## src/rtl/scsi_rw_pkg.sv

```systemverilog
// Shared types and constants for the SCSI READ/WRITE command check.
`default_nettype none

package scsi_rw_pkg;

  // Field widths
  localparam int LBA_W  = 64;
  localparam int CNT_W  = 32;
  localparam int HOST_W = 32;
  localparam int DISK_W = 55;
  localparam int MAXX_W = 32;
  localparam int LEN_W  = 5;

  // Opcodes
  localparam logic [7:0] OP_READ6   = 8'h08;
  localparam logic [7:0] OP_WRITE6  = 8'h0A;
  localparam logic [7:0] OP_READ10  = 8'h28;
  localparam logic [7:0] OP_WRITE10 = 8'h2A;
  localparam logic [7:0] OP_READ12  = 8'hA8;
  localparam logic [7:0] OP_WRITE12 = 8'hAA;
  localparam logic [7:0] OP_READ16  = 8'h88;
  localparam logic [7:0] OP_WRITE16 = 8'h8A;

  // Command lengths per form
  localparam logic [LEN_W-1:0] CDB_LEN6  = 5'd6;
  localparam logic [LEN_W-1:0] CDB_LEN10 = 5'd10;
  localparam logic [LEN_W-1:0] CDB_LEN12 = 5'd12;
  localparam logic [LEN_W-1:0] CDB_LEN16 = 5'd16;

  // 6-byte form: LBA bits in byte 1, zero length means 256 blocks
  localparam logic [4:0]       LBA6_MASK = 5'h1f;
  localparam logic [CNT_W-1:0] CNT6_ZERO = 32'd256;

  // Sense data
  localparam logic [3:0] SENSE_NONE      = 4'h0;
  localparam logic [3:0] SENSE_ILLEGAL   = 4'h5;
  localparam logic [7:0] ASC_NONE        = 8'h00;
  localparam logic [7:0] ASC_INVALID_CDB = 8'h24;
  localparam logic [7:0] ASC_LBA_RANGE   = 8'h21;

  typedef enum logic [1:0] {
    OUTCOME_XFER    = 2'd0,
    OUTCOME_NO_DATA = 2'd1,
    OUTCOME_CHECK   = 2'd2
  } outcome_t;

  // Decoded command, front to back
  typedef struct packed {
    logic              is_write;
    logic              dec_ok;
    logic [LBA_W-1:0]  lba;
    logic [CNT_W-1:0]  cnt;
    logic [HOST_W-1:0] host_bytes;
    logic              host_present;
  } cmd_t;

  // Queue between front and back
  localparam int QUEUE_DEPTH = 2;
  localparam int QUEUE_PTR_W = $clog2(QUEUE_DEPTH);
  localparam int QUEUE_CNT_W = $clog2(QUEUE_DEPTH + 1);

  // Configuration port
  localparam int CFG_ADDR_W  = 4;
  localparam int CFG_DATA_W  = 64;
  localparam int CFG_IDX_BIT = 3;
  localparam logic REG_DISK_BLOCKS = 1'b0;
  localparam logic REG_MAX_XFER    = 1'b1;
  localparam logic [MAXX_W-1:0] MAX_XFER_RESET = 32'd1048576;

endpackage

`default_nettype wire

```

## src/rtl/scsi_rw_ifs.sv

```systemverilog
// Valid/ready channel interfaces for commands and results.
`default_nettype none

interface scsi_rw_cmd_if;
  import scsi_rw_pkg::*;
  logic              valid;
  logic              ready;
  logic [63:0]       cdb_head;
  logic [63:0]       cdb_tail;
  logic [LEN_W-1:0]  cdb_bytes;
  logic [HOST_W-1:0] host_buffer_bytes;
  logic              host_buffer_present;

  modport source (output valid, cdb_head, cdb_tail, cdb_bytes, host_buffer_bytes,
                  host_buffer_present, input ready);
  modport sink   (input valid, cdb_head, cdb_tail, cdb_bytes, host_buffer_bytes,
                  host_buffer_present, output ready);
endinterface

interface scsi_rw_rsp_if;
  import scsi_rw_pkg::*;
  logic             valid;
  logic             ready;
  outcome_t         outcome;
  logic [3:0]       sense_key;
  logic [7:0]       sense_code;
  logic             is_write;
  logic [LBA_W-1:0] start_block;
  logic [CNT_W-1:0] block_total;
  logic [63:0]      byte_offset;
  logic [31:0]      byte_total;

  modport source (output valid, outcome, sense_key, sense_code, is_write, start_block,
                  block_total, byte_offset, byte_total, input ready);
  modport sink   (input valid, outcome, sense_key, sense_code, is_write, start_block,
                  block_total, byte_offset, byte_total, output ready);
endinterface

`default_nettype wire

```

## src/rtl/scsi_rw_front.sv

```systemverilog
// Front end: accepts a command and decodes opcode, LBA and block count.
`default_nettype none

module scsi_rw_front (
  input  wire logic               clk,
  input  wire logic               rst,
  scsi_rw_cmd_if.sink             cmd,
  output logic                    q_valid,
  output scsi_rw_pkg::cmd_t       q_data,
  input  wire logic               q_ready
);
  import scsi_rw_pkg::*;

  logic [7:0]       op;
  logic [63:0]      head;
  logic [63:0]      tail;
  logic             known;
  logic [LEN_W-1:0] need;
  logic [LBA_W-1:0] lba;
  logic [CNT_W-1:0] cnt;
  cmd_t             dec;
  logic             fr_valid;
  cmd_t             fr_data;

  always_comb begin
    head  = cmd.cdb_head;
    tail  = cmd.cdb_tail;
    op    = head[63:56];
    known = 1'b1;
    need  = CDB_LEN6;
    lba   = '0;
    cnt   = '0;
    unique case (op)
      OP_READ6, OP_WRITE6: begin
        need = CDB_LEN6;
        lba  = LBA_W'({head[52:48] & LBA6_MASK, head[47:32]});
        cnt  = (head[31:24] == 8'd0) ? CNT6_ZERO : CNT_W'(head[31:24]);
      end
      OP_READ10, OP_WRITE10: begin
        need = CDB_LEN10;
        lba  = LBA_W'(head[47:16]);
        cnt  = CNT_W'({head[7:0], tail[63:56]});
      end
      OP_READ12, OP_WRITE12: begin
        need = CDB_LEN12;
        lba  = LBA_W'(head[47:16]);
        cnt  = {head[15:0], tail[63:48]};
      end
      OP_READ16, OP_WRITE16: begin
        need = CDB_LEN16;
        lba  = {head[47:0], tail[63:48]};
        cnt  = tail[47:16];
      end
      default: begin
        known = 1'b0;
      end
    endcase

    dec.is_write     = (op == OP_WRITE6) || (op == OP_WRITE10) ||
                       (op == OP_WRITE12) || (op == OP_WRITE16);
    dec.dec_ok       = known && (cmd.cdb_bytes >= need);
    dec.lba          = dec.dec_ok ? lba : '0;
    dec.cnt          = dec.dec_ok ? cnt : '0;
    dec.host_bytes   = cmd.host_buffer_bytes;
    dec.host_present = cmd.host_buffer_present;
  end

  assign cmd.ready = !fr_valid || q_ready;

  always_ff @(posedge clk) begin
    if (rst) begin
      fr_valid <= 1'b0;
    end else if (cmd.ready) begin
      fr_valid <= cmd.valid;
    end
  end

  always_ff @(posedge clk) begin
    if (cmd.valid && cmd.ready) begin
      fr_data <= dec;
    end
  end

  assign q_valid = fr_valid;
  assign q_data  = fr_data;

endmodule

`default_nettype wire

```

## src/rtl/scsi_rw_queue.sv

```systemverilog
// Short queue of decoded commands between front and back end.
`default_nettype none

module scsi_rw_queue (
  input  wire logic               clk,
  input  wire logic               rst,
  input  wire logic               in_valid,
  input  wire scsi_rw_pkg::cmd_t  in_data,
  output logic                    in_ready,
  output logic                    out_valid,
  output scsi_rw_pkg::cmd_t       out_data,
  input  wire logic               out_ready
);
  import scsi_rw_pkg::*;

  cmd_t                   mem [QUEUE_DEPTH];
  logic [QUEUE_PTR_W-1:0] wr_ptr;
  logic [QUEUE_PTR_W-1:0] rd_ptr;
  logic [QUEUE_CNT_W-1:0] count;
  logic                   push;
  logic                   pop;

  assign in_ready  = (count != QUEUE_CNT_W'(QUEUE_DEPTH));
  assign out_valid = (count != '0);
  assign out_data  = mem[rd_ptr];
  assign push      = in_valid && in_ready;
  assign pop       = out_valid && out_ready;

  always_ff @(posedge clk) begin
    if (rst) begin
      wr_ptr <= '0;
      rd_ptr <= '0;
      count  <= '0;
    end else begin
      if (push) begin
        wr_ptr <= wr_ptr + 1'b1;
      end
      if (pop) begin
        rd_ptr <= rd_ptr + 1'b1;
      end
      if (push && !pop) begin
        count <= count + 1'b1;
      end else if (pop && !push) begin
        count <= count - 1'b1;
      end
    end
  end

  always_ff @(posedge clk) begin
    if (push) begin
      mem[wr_ptr] <= in_data;
    end
  end

endmodule

`default_nettype wire

```

## src/rtl/scsi_rw_back.sv

```systemverilog
// Back end: range check, byte count checks and result register.
`default_nettype none

module scsi_rw_back #(
  parameter int SECTOR_BYTES = 512
) (
  input  wire logic                         clk,
  input  wire logic                         rst,
  input  wire logic                         in_valid,
  input  wire scsi_rw_pkg::cmd_t            in_data,
  output logic                              in_ready,
  input  wire logic [scsi_rw_pkg::DISK_W-1:0] disk_blocks,
  input  wire logic [scsi_rw_pkg::MAXX_W-1:0] max_transfer_bytes,
  scsi_rw_rsp_if.source                     rsp
);
  import scsi_rw_pkg::*;

  localparam int SEC_W   = $clog2(SECTOR_BYTES + 1);
  localparam int BYTES_W = CNT_W + SEC_W;
  localparam logic [SEC_W-1:0] SEC = SEC_W'(SECTOR_BYTES);

  // Stage A: range sum/compare and sector multiplies
  logic [LBA_W:0]     end_sum;
  logic               in_range;
  logic [BYTES_W-1:0] bytes_prod;
  logic [BYTES_W-1:0] off_lo_prod;
  logic [BYTES_W-1:0] off_hi_prod;

  logic               a_valid;
  logic               a_ready;
  cmd_t               a_cmd;
  logic               a_cnt_zero;
  logic               a_in_range;
  logic [BYTES_W-1:0] a_bytes;
  logic [BYTES_W-1:0] a_off_lo;
  logic [BYTES_W-1:0] a_off_hi;

  // Stage B: byte checks and result
  logic               b_ready;
  logic [CNT_W-1:0]   bytes32;
  logic               bytes_ok;
  logic [63:0]        offset;

  // lba + cnt > disk covers both lba >= disk and cnt > disk - lba
  assign end_sum     = {1'b0, in_data.lba} + (LBA_W + 1)'(in_data.cnt);
  assign in_range    = (end_sum <= (LBA_W + 1)'(disk_blocks));
  assign bytes_prod  = BYTES_W'(in_data.cnt) * BYTES_W'(SEC);
  assign off_lo_prod = BYTES_W'(in_data.lba[31:0]) * BYTES_W'(SEC);
  assign off_hi_prod = BYTES_W'(in_data.lba[63:32]) * BYTES_W'(SEC);

  assign b_ready  = !rsp.valid || rsp.ready;
  assign a_ready  = !a_valid || b_ready;
  assign in_ready = a_ready;

  always_ff @(posedge clk) begin
    if (rst) begin
      a_valid <= 1'b0;
    end else if (a_ready) begin
      a_valid <= in_valid;
    end
  end

  always_ff @(posedge clk) begin
    if (in_valid && a_ready) begin
      a_cmd      <= in_data;
      a_cnt_zero <= (in_data.cnt == '0);
      a_in_range <= in_range;
      a_bytes    <= bytes_prod;
      a_off_lo   <= off_lo_prod;
      a_off_hi   <= off_hi_prod;
    end
  end

  assign bytes32  = a_bytes[CNT_W-1:0];
  assign bytes_ok = (a_bytes[BYTES_W-1:CNT_W] == '0) &&
                    (bytes32 <= max_transfer_bytes) &&
                    (a_cmd.host_bytes >= bytes32) &&
                    a_cmd.host_present;
  // product modulo 2^64
  assign offset   = {a_off_hi[31:0], 32'd0} + 64'(a_off_lo);

  always_ff @(posedge clk) begin
    if (rst) begin
      rsp.valid <= 1'b0;
    end else if (b_ready) begin
      rsp.valid <= a_valid;
    end
  end

  always_ff @(posedge clk) begin
    if (a_valid && b_ready) begin
      rsp.is_write    <= a_cmd.is_write;
      rsp.start_block <= a_cmd.lba;
      rsp.block_total <= a_cmd.cnt;
      rsp.byte_offset <= '0;
      rsp.byte_total  <= '0;
      priority if (!a_cmd.dec_ok) begin
        rsp.outcome    <= OUTCOME_CHECK;
        rsp.sense_key  <= SENSE_ILLEGAL;
        rsp.sense_code <= ASC_INVALID_CDB;
      end else if (a_cnt_zero) begin
        rsp.outcome    <= OUTCOME_NO_DATA;
        rsp.sense_key  <= SENSE_NONE;
        rsp.sense_code <= ASC_NONE;
      end else if (!a_in_range) begin
        rsp.outcome    <= OUTCOME_CHECK;
        rsp.sense_key  <= SENSE_ILLEGAL;
        rsp.sense_code <= ASC_LBA_RANGE;
      end else if (bytes_ok) begin
        rsp.outcome     <= OUTCOME_XFER;
        rsp.sense_key   <= SENSE_NONE;
        rsp.sense_code  <= ASC_NONE;
        rsp.byte_offset <= offset;
        rsp.byte_total  <= bytes32;
      end else begin
        rsp.outcome    <= OUTCOME_CHECK;
        rsp.sense_key  <= SENSE_ILLEGAL;
        rsp.sense_code <= ASC_INVALID_CDB;
      end
    end
  end

`ifndef SYNTHESIS
  a_no_data_zero_cnt: assert property (@(posedge clk) disable iff (rst)
    rsp.valid && (rsp.outcome == OUTCOME_NO_DATA) |-> (rsp.block_total == '0))
    else $error("no-data outcome with nonzero block count");

  a_xfer_within_limit: assert property (@(posedge clk) disable iff (rst)
    rsp.valid && (rsp.outcome == OUTCOME_XFER) |->
      (rsp.byte_total != '0) && (rsp.byte_total <= max_transfer_bytes))
    else $error("transfer byte count outside limit");

  a_bytes_only_on_xfer: assert property (@(posedge clk) disable iff (rst)
    rsp.valid && (rsp.outcome != OUTCOME_XFER) |->
      (rsp.byte_total == '0) && (rsp.byte_offset == '0))
    else $error("byte fields set without transfer");

  a_sense_matches_outcome: assert property (@(posedge clk) disable iff (rst)
    rsp.valid |-> ((rsp.outcome == OUTCOME_CHECK) == (rsp.sense_key == SENSE_ILLEGAL)))
    else $error("sense key disagrees with outcome");
`endif

endmodule

`default_nettype wire

```

## src/rtl/scsi_read_write_cdb_check_unit.sv

```systemverilog
// Top level of the SCSI READ/WRITE command check with its register port.
//
//  channel  dir  handshake      payload
//  cmd      in   valid/ready    cdb_head, cdb_tail, cdb_bytes, host_buffer_*
//  rsp      out  valid/ready    outcome, sense, is_write, start/total, byte_*
//  apb      in   psel/penable   disk_blocks @0x0, max_transfer_bytes @0x8
//
// One transaction per cycle sustained while rsp is ready; a command passes the decode
// register, queue entry, range/multiply stage and result register before rsp valid.
// rst is synchronous: pipeline and queue empty, disk_blocks 0,
// max_transfer_bytes 1 MiB. A stall on rsp backs up through the back end;
// the two-entry queue keeps the front accepting until it fills.
`default_nettype none

module scsi_read_write_cdb_check_unit #(
  parameter int SECTOR_BYTES = 512
) (
  input  wire logic                              clk,
  input  wire logic                              rst,
  scsi_rw_cmd_if.sink                            cmd,
  scsi_rw_rsp_if.source                          rsp,
  input  wire logic                              psel,
  input  wire logic                              penable,
  input  wire logic                              pwrite,
  input  wire logic [scsi_rw_pkg::CFG_ADDR_W-1:0] paddr,
  input  wire logic [scsi_rw_pkg::CFG_DATA_W-1:0] pwdata,
  output logic      [scsi_rw_pkg::CFG_DATA_W-1:0] prdata,
  output logic                                   pready
);
  import scsi_rw_pkg::*;

  // Configuration registers
  logic [DISK_W-1:0] disk_blocks;
  logic [MAXX_W-1:0] max_transfer_bytes;
  logic              cfg_write;
  logic              reg_sel;

  // Front -> queue -> back
  logic fr_valid;
  cmd_t fr_data;
  logic fr_ready;
  logic bk_valid;
  cmd_t bk_data;
  logic bk_ready;

  assign pready    = 1'b1;
  assign reg_sel   = paddr[CFG_IDX_BIT];   // registers on 8-byte boundaries
  assign cfg_write = psel && penable && pwrite && pready;

  always_ff @(posedge clk) begin
    if (rst) begin
      disk_blocks        <= '0;
      max_transfer_bytes <= MAX_XFER_RESET;
    end else if (cfg_write) begin
      unique case (reg_sel)
        REG_DISK_BLOCKS: disk_blocks        <= pwdata[DISK_W-1:0];
        REG_MAX_XFER:    max_transfer_bytes <= pwdata[MAXX_W-1:0];
        default:         ;
      endcase
    end
  end

  always_comb begin
    unique case (reg_sel)
      REG_DISK_BLOCKS: prdata = CFG_DATA_W'(disk_blocks);
      REG_MAX_XFER:    prdata = CFG_DATA_W'(max_transfer_bytes);
      default:         prdata = '0;
    endcase
  end

  // Decode: opcode, form length check, LBA/count extraction
  scsi_rw_front u_front (
    .clk     (clk),
    .rst     (rst),
    .cmd     (cmd),
    .q_valid (fr_valid),
    .q_data  (fr_data),
    .q_ready (fr_ready)
  );

  // Decouples decode from the checking pipeline
  scsi_rw_queue u_queue (
    .clk       (clk),
    .rst       (rst),
    .in_valid  (fr_valid),
    .in_data   (fr_data),
    .in_ready  (fr_ready),
    .out_valid (bk_valid),
    .out_data  (bk_data),
    .out_ready (bk_ready)
  );

  // Capacity and transfer checks, result register
  scsi_rw_back #(
    .SECTOR_BYTES (SECTOR_BYTES)
  ) u_back (
    .clk                (clk),
    .rst                (rst),
    .in_valid           (bk_valid),
    .in_data            (bk_data),
    .in_ready           (bk_ready),
    .disk_blocks        (disk_blocks),
    .max_transfer_bytes (max_transfer_bytes),
    .rsp                (rsp)
  );

endmodule

`default_nettype wire
```

## src/flat_wrapper.sv

```systemverilog
// flat-port wrapper written by rule: the top's interface ports become plain ports
module scsi_read_write_cdb_check_unit_flat import scsi_rw_pkg::*;
#(
  parameter int SECTOR_BYTES = 512
)
  (clk, rst, psel, penable, pwrite, paddr, pwdata, prdata, pready, cmd_valid, cmd_cdb_head, cmd_cdb_tail, cmd_cdb_bytes, cmd_host_buffer_bytes, cmd_host_buffer_present, cmd_ready, rsp_valid, rsp_outcome, rsp_sense_key, rsp_sense_code, rsp_is_write, rsp_start_block, rsp_block_total, rsp_byte_offset, rsp_byte_total, rsp_ready);
  scsi_rw_cmd_if cmd_i ();
  scsi_rw_rsp_if rsp_i ();
  input  wire logic clk;
  input  wire logic rst;
  input  wire logic psel;
  input  wire logic penable;
  input  wire logic pwrite;
  input  wire logic [scsi_rw_pkg::CFG_ADDR_W-1:0] paddr;
  input  wire logic [scsi_rw_pkg::CFG_DATA_W-1:0] pwdata;
  output logic      [scsi_rw_pkg::CFG_DATA_W-1:0] prdata;
  output logic pready;
  input wire logic [$bits(cmd_i.valid)-1:0] cmd_valid;
  input wire logic [$bits(cmd_i.cdb_head)-1:0] cmd_cdb_head;
  input wire logic [$bits(cmd_i.cdb_tail)-1:0] cmd_cdb_tail;
  input wire logic [$bits(cmd_i.cdb_bytes)-1:0] cmd_cdb_bytes;
  input wire logic [$bits(cmd_i.host_buffer_bytes)-1:0] cmd_host_buffer_bytes;
  input wire logic [$bits(cmd_i.host_buffer_present)-1:0] cmd_host_buffer_present;
  output wire logic [$bits(cmd_i.ready)-1:0] cmd_ready;
  output wire logic [$bits(rsp_i.valid)-1:0] rsp_valid;
  output wire logic [$bits(rsp_i.outcome)-1:0] rsp_outcome;
  output wire logic [$bits(rsp_i.sense_key)-1:0] rsp_sense_key;
  output wire logic [$bits(rsp_i.sense_code)-1:0] rsp_sense_code;
  output wire logic [$bits(rsp_i.is_write)-1:0] rsp_is_write;
  output wire logic [$bits(rsp_i.start_block)-1:0] rsp_start_block;
  output wire logic [$bits(rsp_i.block_total)-1:0] rsp_block_total;
  output wire logic [$bits(rsp_i.byte_offset)-1:0] rsp_byte_offset;
  output wire logic [$bits(rsp_i.byte_total)-1:0] rsp_byte_total;
  input wire logic [$bits(rsp_i.ready)-1:0] rsp_ready;
  assign cmd_i.valid = cmd_valid;
  assign cmd_i.cdb_head = cmd_cdb_head;
  assign cmd_i.cdb_tail = cmd_cdb_tail;
  assign cmd_i.cdb_bytes = cmd_cdb_bytes;
  assign cmd_i.host_buffer_bytes = cmd_host_buffer_bytes;
  assign cmd_i.host_buffer_present = cmd_host_buffer_present;
  assign cmd_ready = cmd_i.ready;
  assign rsp_valid = rsp_i.valid;
  assign rsp_outcome = rsp_i.outcome;
  assign rsp_sense_key = rsp_i.sense_key;
  assign rsp_sense_code = rsp_i.sense_code;
  assign rsp_is_write = rsp_i.is_write;
  assign rsp_start_block = rsp_i.start_block;
  assign rsp_block_total = rsp_i.block_total;
  assign rsp_byte_offset = rsp_i.byte_offset;
  assign rsp_byte_total = rsp_i.byte_total;
  assign rsp_i.ready = rsp_ready;
  scsi_read_write_cdb_check_unit #(.SECTOR_BYTES(SECTOR_BYTES)) u_core (.clk(clk), .rst(rst), .cmd(cmd_i), .rsp(rsp_i), .psel(psel), .penable(penable), .pwrite(pwrite), .paddr(paddr), .pwdata(pwdata), .prdata(prdata), .pready(pready));
endmodule
```

## config.mk

```make
export PLATFORM = sky130hd
export DESIGN_NAME = scsi_read_write_cdb_check_unit_flat
export DESIGN_NICKNAME = d
export VERILOG_FILES = /design/src/rtl/scsi_rw_pkg.sv /design/src/rtl/scsi_rw_ifs.sv /design/src/rtl/scsi_rw_front.sv /design/src/rtl/scsi_rw_queue.sv /design/src/rtl/scsi_rw_back.sv /design/src/rtl/scsi_read_write_cdb_check_unit.sv /design/src/flat_wrapper.sv
export SDC_FILE = /design/constraint.sdc
export NUM_CORES = 1
export LEC_CHECK = 0
export BUFFER_PORTS_ARGS = -buffer_cell sky130_fd_sc_hd__buf_2
export CORE_MARGIN = 3
export CORE_UTILIZATION = 52
export CTS_CLUSTER_SIZE = 14
export DETAILED_ROUTE_END_ITERATION = 6
export GPL_ROUTABILITY_DRIVEN = 0
export PLACE_DENSITY = 0.76
export SLEW_MARGIN = 20
export SYNTH_ARGS = -nofsm -noshare
export SYNTH_HDL_FRONTEND = slang
export SYNTH_SLANG_ARGS = --single-unit
export TNS_END_PERCENT = 5
```

## constraint.sdc

```tcl
create_clock -name clk -period 10.8 [get_ports clk]
set_input_delay 2.16 -clock clk [delete_from_list [all_inputs] [get_ports clk]]
set_output_delay 2.16 -clock clk [all_outputs]
set_load 0.01 [all_outputs]
```

======== Word-level counts from Yosys, hierarchy flattened ========
Memory sizes are Yosys's and may differ from the RTL's. A register that Yosys moved wholly into a read port is not among the register bits.
Cells that the tools add are included.
word-level totals
  bits in latches ......................... 0
  word-level logic and storage cells ...... 119
  RAM bits ................................ 262
  output and inout bits ................... 274
  flip-flop bits (word level) ............. 611
  input bits .............................. 241
  bits in read-only memories .............. 0
  memories ................................ 1
cells by class
  $lt $le $gt $ge ......................... 4
  divide/modulo/power cells ............... 0
  bitwise logic cells ..................... 4
  equality and inequality tests ........... 9
  add/subtract/negate cells ............... 6
  mux-type cells .......................... 21
  reductions and logical operators ........ 39
  multiply operators ...................... 0
  shift-type cells ........................ 0
memories
  memory              words  bits a word  read ports  clocked after Yosys merged registers in  write ports  RTL line             source
  u_core.u_queue.mem  2      131          1           1                                        1            scsi_rw_queue.sv:16  cmd_t mem [QUEUE_DEPTH];
operators with widths
  operator            number
  $pmux 64 s3         1
  $pmux 32 s4         1
  $pmux 64 s2         1
  $add 64x32->65      1
  $le 65x55->1        1
  $add 64x41->64      1
  $eq 8x8->1 const B  4
  $ge 32x32->1        1
  $le 32x32->1        1
  $logic_not 32->1    1
  $mux 6              3
  $eq 8x4->1 const B  2
  $eq 8x6->1 const B  2
  $pmux 5 s3          1
  $logic_and 1x1->1   12
  $logic_not 10->1    1
  $mux 2              5
  $reduce_or 2->1     5
  $mux 3              3
  $mux 9              1
  $logic_not 8->1     1
  $reduce_or 4->1     2
  $reduce_or 8->1     1
  $logic_or 1x1->1    6
  11 further kinds    25

======== Logic depth before layout (Yosys ltp) ========
  word-level depth ........................ 7
  depth in mapped cells ................... 28
  depth with buffers taken out ............ 22

======== Hierarchy ========
A second synthesis with hierarchy kept.
unflattened totals
  cells, all modules ...................... 2472
  area total of the unflattened synthesis .. 35661.7 µm²
modules (own cells, without submodules)
  module                          area each (µm²)  sequential area each (µm²)  cells an instance  instances
  scsi_rw_back                    15436.1          9409.0                      1194               1
  scsi_rw_queue                   10050.9          7967.6                      432                1
  scsi_rw_front                   5900.7           3953.8                      430                1
  scsi_read_write_cdb_check_unit  4274.1           1741.7                      416                1

======== Worst setup path before layout ========
Ideal clock, no wire load.
  path kind ............................... input-to-reg
  start ................................... input rsp_ready
  end ..................................... register u_core.u_back.rsp.block_total[0] (netlist bit) (enable)
  path buffers ............................ 0
  data required time ...................... 10058 ps
  setup slack ............................. -68 ps
  data arrival time ....................... 10126 ps
  library setup time ...................... 742 ps
  stages on the path ...................... 2
  cells stage by stage .................... nor2b_1 > nor2b_1
between the ends
  word-level cells in the longest chain between the ends .. 2
ends and longest elaborated chain
  element                 RTL line            source
  start: declaration      flat_wrapper.sv:34  input wire logic [$bits(rsp_i.ready)-1:0] rsp_ready;
  $logic_or 1x1->1        scsi_rw_back.sv:51  assign b_ready = !rsp.valid || rsp.ready;
  $logic_and 1x1->1       scsi_rw_back.sv:91  if (a_valid && b_ready) begin
  end signal: assignment  scsi_rw_back.sv:94  rsp.block_total <= a_cmd.cnt;
  end: declaration        scsi_rw_ifs.sv:34   block_total, byte_offset, byte_total, input ready);
No other way between the ends.
A chain may end at the register's enable or synchronous reset.

==> impl_results.md <==
- Number of inserted filler cells in the final layout: 4853
- Category of the critical setup timing path: register to register
- Type of destination of the critical path: register
- Worst slack at placement: 3.54 ns
- Final Instance Count excl. Fillers: 3892
- Total negative setup slack: 0 ns
- Worst EP arrival: 7.89 ns
- Proportion of synthesized flip-flops having asynchronous set or reset: 0%
- DIE HEIGHT: 262 um
- Depth of the most critical reg-to-reg path: 19
- Worst IR drop on VDD: 0.174 mV
- Hold path start: u_core.u_front.q_data[96]
- Post-CTS setup-driven buffer insertion count: 0
- CP max stage cell: sky130_fd_sc_hd__a2111oi_0
- Maximum clock rate: 135 MHz
- Power density of the placed cells: 247 mW/mm^2
- Main synth FF type: sky130_fd_sc_hd__edfxtp_1
- Part of the Yosys area used for sequential elements: 67.6%
- Post-route setup slack: 3.39 ns
- Flip-flop and latch count after synthesis: 800
- Synth Instances: 2512
- Worst EP required: 11.28 ns
- Iteration count of the initial detailed-routing pass: 6
- Final min period: 7.41 ns
- Maximum clock skew at final layout: 0.0291 ns
- Crit-path max FO: 75
- Synth Cell Area: 0.0341 mm^2
- Startpoint types: register
- Num Clock Sinks: 800
- Hold Path Depth: 0
- Insertion delay to the later sink of the worst-skew pair: 0.63 ns
- Clock tree root buffer cell: sky130_fd_sc_hd__clkbuf_16
- Overall power consumption: 9810 uW
- Vias in the first global route: 21525
- Share of the synthesized area in the top cell type: 62.0%
- Top cells by area, synth: sky130_fd_sc_hd__edfxtp_1, sky130_fd_sc_hd__dfxtp_1, sky130_fd_sc_hd__ha_1
- Routed vias/inst: 5.69
- Count of final max-slew check failures: 0
- TritonCTS clock tree: done
- Headroom to the max-slew limit: 26.9%
- Fraction of final layout cells sized beyond drive strength 1: 24.6%
- Area growth syn-to-layout: 16.6%
- Antenna violations before repair: 6
- Stage delay of the slowest cell on the critical path: 0.88 ns
- CTS buffer count: 81
- Mean post-synth cell area: 13.6 um^2
- Number of max-capacitance violations reported: 0
- Pin count of the biggest net entering global routing: 96
- Core Rows: 93
- Wirelength, routed: 90800 um
- Die width: 262 um
- DR vias: 22155
- Total of warnings raised by yosys: 0
- Multi-input logic area: 0.0101 mm^2
- Die area: 0.0687 mm^2
- CP bufs+invs: 2
- Mean routed wirelength per cell: 23.3 um
- Cell chain of the critical path: buf_4, mux2_2, ha_1, nand2_1, o21ai_0, a31oi_1, a2111oi_0, o21a_1, a31oi_1, buf_4, nor2_1, xor2_1, ha_1, nand4_1, nor4_1, nand3_1, or4_1, a211oi_1, and4_1
- Worst hold path type: register to register
- Critical path depth: 19
- IO Pins: 515
- HPWL Detailed: 65800 um
- Net total in the final layout: 3347
- Total Routing Usage GR: 25.9%
- Endpoints failing hold: 0
- Bufs on Longest Clock Path: 3
- Placeable core area: 0.0647 mm^2
- Cell type with the highest aggregate area in the netlist: sky130_fd_sc_hd__edfxtp_1
- Actual slew at the worst max-slew pin: 1.10 ns
- CTS H-tree depth: 3
- Run status: finished clean
- Initial cell density of the core: 52.7%
- Number of DRC violations after detailed-routing iteration 0: 2286
- Overflow left after global routing: 0
- Cell family contributing the most delay on the critical path: compound AO/OA/AOI/OAI gates
- Leakage: 0.0150 uW
- Setup repair after global routing missed its margin: no
- Inst Count DP: 3739
- Netlist cell types: 69
- Final cycle utilization of the critical path: 68.6%
- Number of input and output port buffers inserted: 448
- DRC violations left: 0
- Total setup violations reported at the end of the flow: 0
- Storage cell area: 0.0231 mm^2
- Wire length of the first global-routing pass: 132000 um
- EDFF count, synth: 705
- PostCTS Resize Cnt: 0
- Number of nets still failing antenna checks after routing: 0
- CTS clock-pin slew for the worst setup and hold paths: 0.06 ns
- Hold-fix buffers, CTS: 0
[path summary, 6_finish.rpt]
kind,slack (ns),to
worst max-delay path,3.39,u_core.u_back.a_in_range
worst min-delay path,0.43,u_core.u_queue.mem[0][96]
worst max register to register,3.39,u_core.u_back.a_in_range
worst min register to register,0.43,u_core.u_queue.mem[0][96]
[metrics by stage]
step / hold WS (ns) / util (%) / area (um^2)
after floorplan: 0.400 / - / 34200
after global placement: 0.417 / 57.4 / 37100
after detailed placement: 0.426 / 57.4 / 37100
after CTS: 0.440 / 61.4 / 39800
after global routing: 0.447 / 61.5 / 39800
final: 0.432 / 61.5 / 39800
[placed cells by master (no fill, tap or decap), types with 22 or more instances in the layout]
cell / netlist / routed
sky130_fd_sc_hd__a21o_1: 41 / 41
sky130_fd_sc_hd__a21oi_1: 175 / 175
sky130_fd_sc_hd__a22oi_1: 37 / 37
sky130_fd_sc_hd__and2_1: 118 / 117
sky130_fd_sc_hd__buf_2: 6 / 448
sky130_fd_sc_hd__buf_4: 38 / 24
sky130_fd_sc_hd__clkbuf_16: 0 / 83
sky130_fd_sc_hd__conb_1: 2 / 35
sky130_fd_sc_hd__dfxtp_1: 95 / 94
sky130_fd_sc_hd__edfxtp_1: 705 / 705
sky130_fd_sc_hd__ha_1: 138 / 138
sky130_fd_sc_hd__inv_1: 131 / 130
sky130_fd_sc_hd__mux2_2: 126 / 126
sky130_fd_sc_hd__mux2i_1: 28 / 28
sky130_fd_sc_hd__nand2_1: 257 / 257
sky130_fd_sc_hd__nand3_1: 32 / 32
sky130_fd_sc_hd__nand4_1: 25 / 25
sky130_fd_sc_hd__nor2_1: 148 / 145
sky130_fd_sc_hd__nor2b_1: 26 / 25
sky130_fd_sc_hd__o21ai_0: 68 / 67
sky130_fd_sc_hd__xnor2_1: 37 / 37
sky130_fd_sc_hd__xor2_1: 22 / 22
[synthesized netlist by cell type, types with 8 or more instances]
library cell	count
sky130_fd_sc_hd__a211oi_1	9
sky130_fd_sc_hd__a21o_1	41
sky130_fd_sc_hd__a21oi_1	175
sky130_fd_sc_hd__a22oi_1	37
sky130_fd_sc_hd__a31oi_1	11
sky130_fd_sc_hd__and2_1	118
sky130_fd_sc_hd__and3_1	15
sky130_fd_sc_hd__buf_1	19
sky130_fd_sc_hd__buf_4	38
sky130_fd_sc_hd__clkbuf_1	64
sky130_fd_sc_hd__dfxtp_1	95
sky130_fd_sc_hd__edfxtp_1	705
sky130_fd_sc_hd__ha_1	138
sky130_fd_sc_hd__inv_1	131
sky130_fd_sc_hd__mux2_2	126
sky130_fd_sc_hd__mux2i_1	28
sky130_fd_sc_hd__mux4_2	8
sky130_fd_sc_hd__nand2_1	257
sky130_fd_sc_hd__nand2b_1	9
sky130_fd_sc_hd__nand3_1	32
sky130_fd_sc_hd__nand4_1	25
sky130_fd_sc_hd__nor2_1	148
sky130_fd_sc_hd__nor2b_1	26
sky130_fd_sc_hd__nor4_1	18
sky130_fd_sc_hd__o21ai_0	68
sky130_fd_sc_hd__xnor2_1	37
sky130_fd_sc_hd__xor2_1	22
[kinds of logic (layout without fill, tap and decap cells)]
family          count (synthesis)  count (layout)  share of synthesized area, %
flops                         800             800                          67.6
simple gates                  686             686                          9.61
compound gates                398             398                          7.15
buf+inv                       266             752                          3.45
mux                           162             162                          5.51
fa+ha+maj                     139             139                          5.12
xor+xnor                       59              59                          1.51
other cells                     2              41                        0.0220
[worst register-to-register path, stage by stage (launching register included)]
cell,delay (ns)
sky130_fd_sc_hd__dfxtp_4,0.83
sky130_fd_sc_hd__buf_4,0.77
sky130_fd_sc_hd__mux2_2,0.53
sky130_fd_sc_hd__ha_1,0.46
sky130_fd_sc_hd__nand2_1,0.12
sky130_fd_sc_hd__o21ai_0,0.29
sky130_fd_sc_hd__a31oi_1,0.16
sky130_fd_sc_hd__a2111oi_0,0.88
sky130_fd_sc_hd__o21a_1,0.30
sky130_fd_sc_hd__a31oi_1,0.11
sky130_fd_sc_hd__buf_4,0.20
sky130_fd_sc_hd__nor2_1,0.15
sky130_fd_sc_hd__xor2_1,0.31
sky130_fd_sc_hd__ha_1,0.22
sky130_fd_sc_hd__nand4_1,0.14
sky130_fd_sc_hd__nor4_1,0.64
sky130_fd_sc_hd__nand3_1,0.18
sky130_fd_sc_hd__or4_1,0.51
sky130_fd_sc_hd__a211oi_1,0.26
sky130_fd_sc_hd__and4_1,0.20
[layer usage]
layer	global-route usage (%)	routed length, um
met1	35.1	36200
met2	42.2	43300
met3	5.25	8480
met4	8.68	2850
met5	0	18
[power by group]
| part | internal (uW) | total, uW | switching (uW) | leakage, uW |
|---|---|---|---|---|
| clock | 1620 | 2760 | 1140 | 0.00129 |
| sequential | 4090 | 4420 | 330 | 0.00748 |
| combinational | 1000 | 2630 | 1630 | 0.00620 |
| total | 6720 | 9810 | 3100 | 0.0150 |
[registers in the layout, summed over array words and instances, names as in the netlist, 23 cells and up, named ones only]
register                       flops
u_core.disk_blocks                55
u_core.max_transfer_bytes         32
u_core.u_back.a_bytes             32
u_core.u_back.a_cmd               99
u_core.u_back.rsp.block_total     32
u_core.u_back.rsp.byte_offset     55
u_core.u_back.rsp.byte_total      23
u_core.u_back.rsp.start_block     64
u_core.u_front.q_data            131
u_core.u_queue.mem               262
[cell type report]
type	instances	area share, %
Clock buffer	108	5.62
Antenna cell	6	0.0377
Multi-Input combinational cell	1479	25.3
Sequential cell	800	58.0
Tap cell	855	2.69
Clock inverter	39	0.981
Inverter	131	1.25
Timing Repair Buffer	474	6.15
Power figures use the tool's default switching activity.
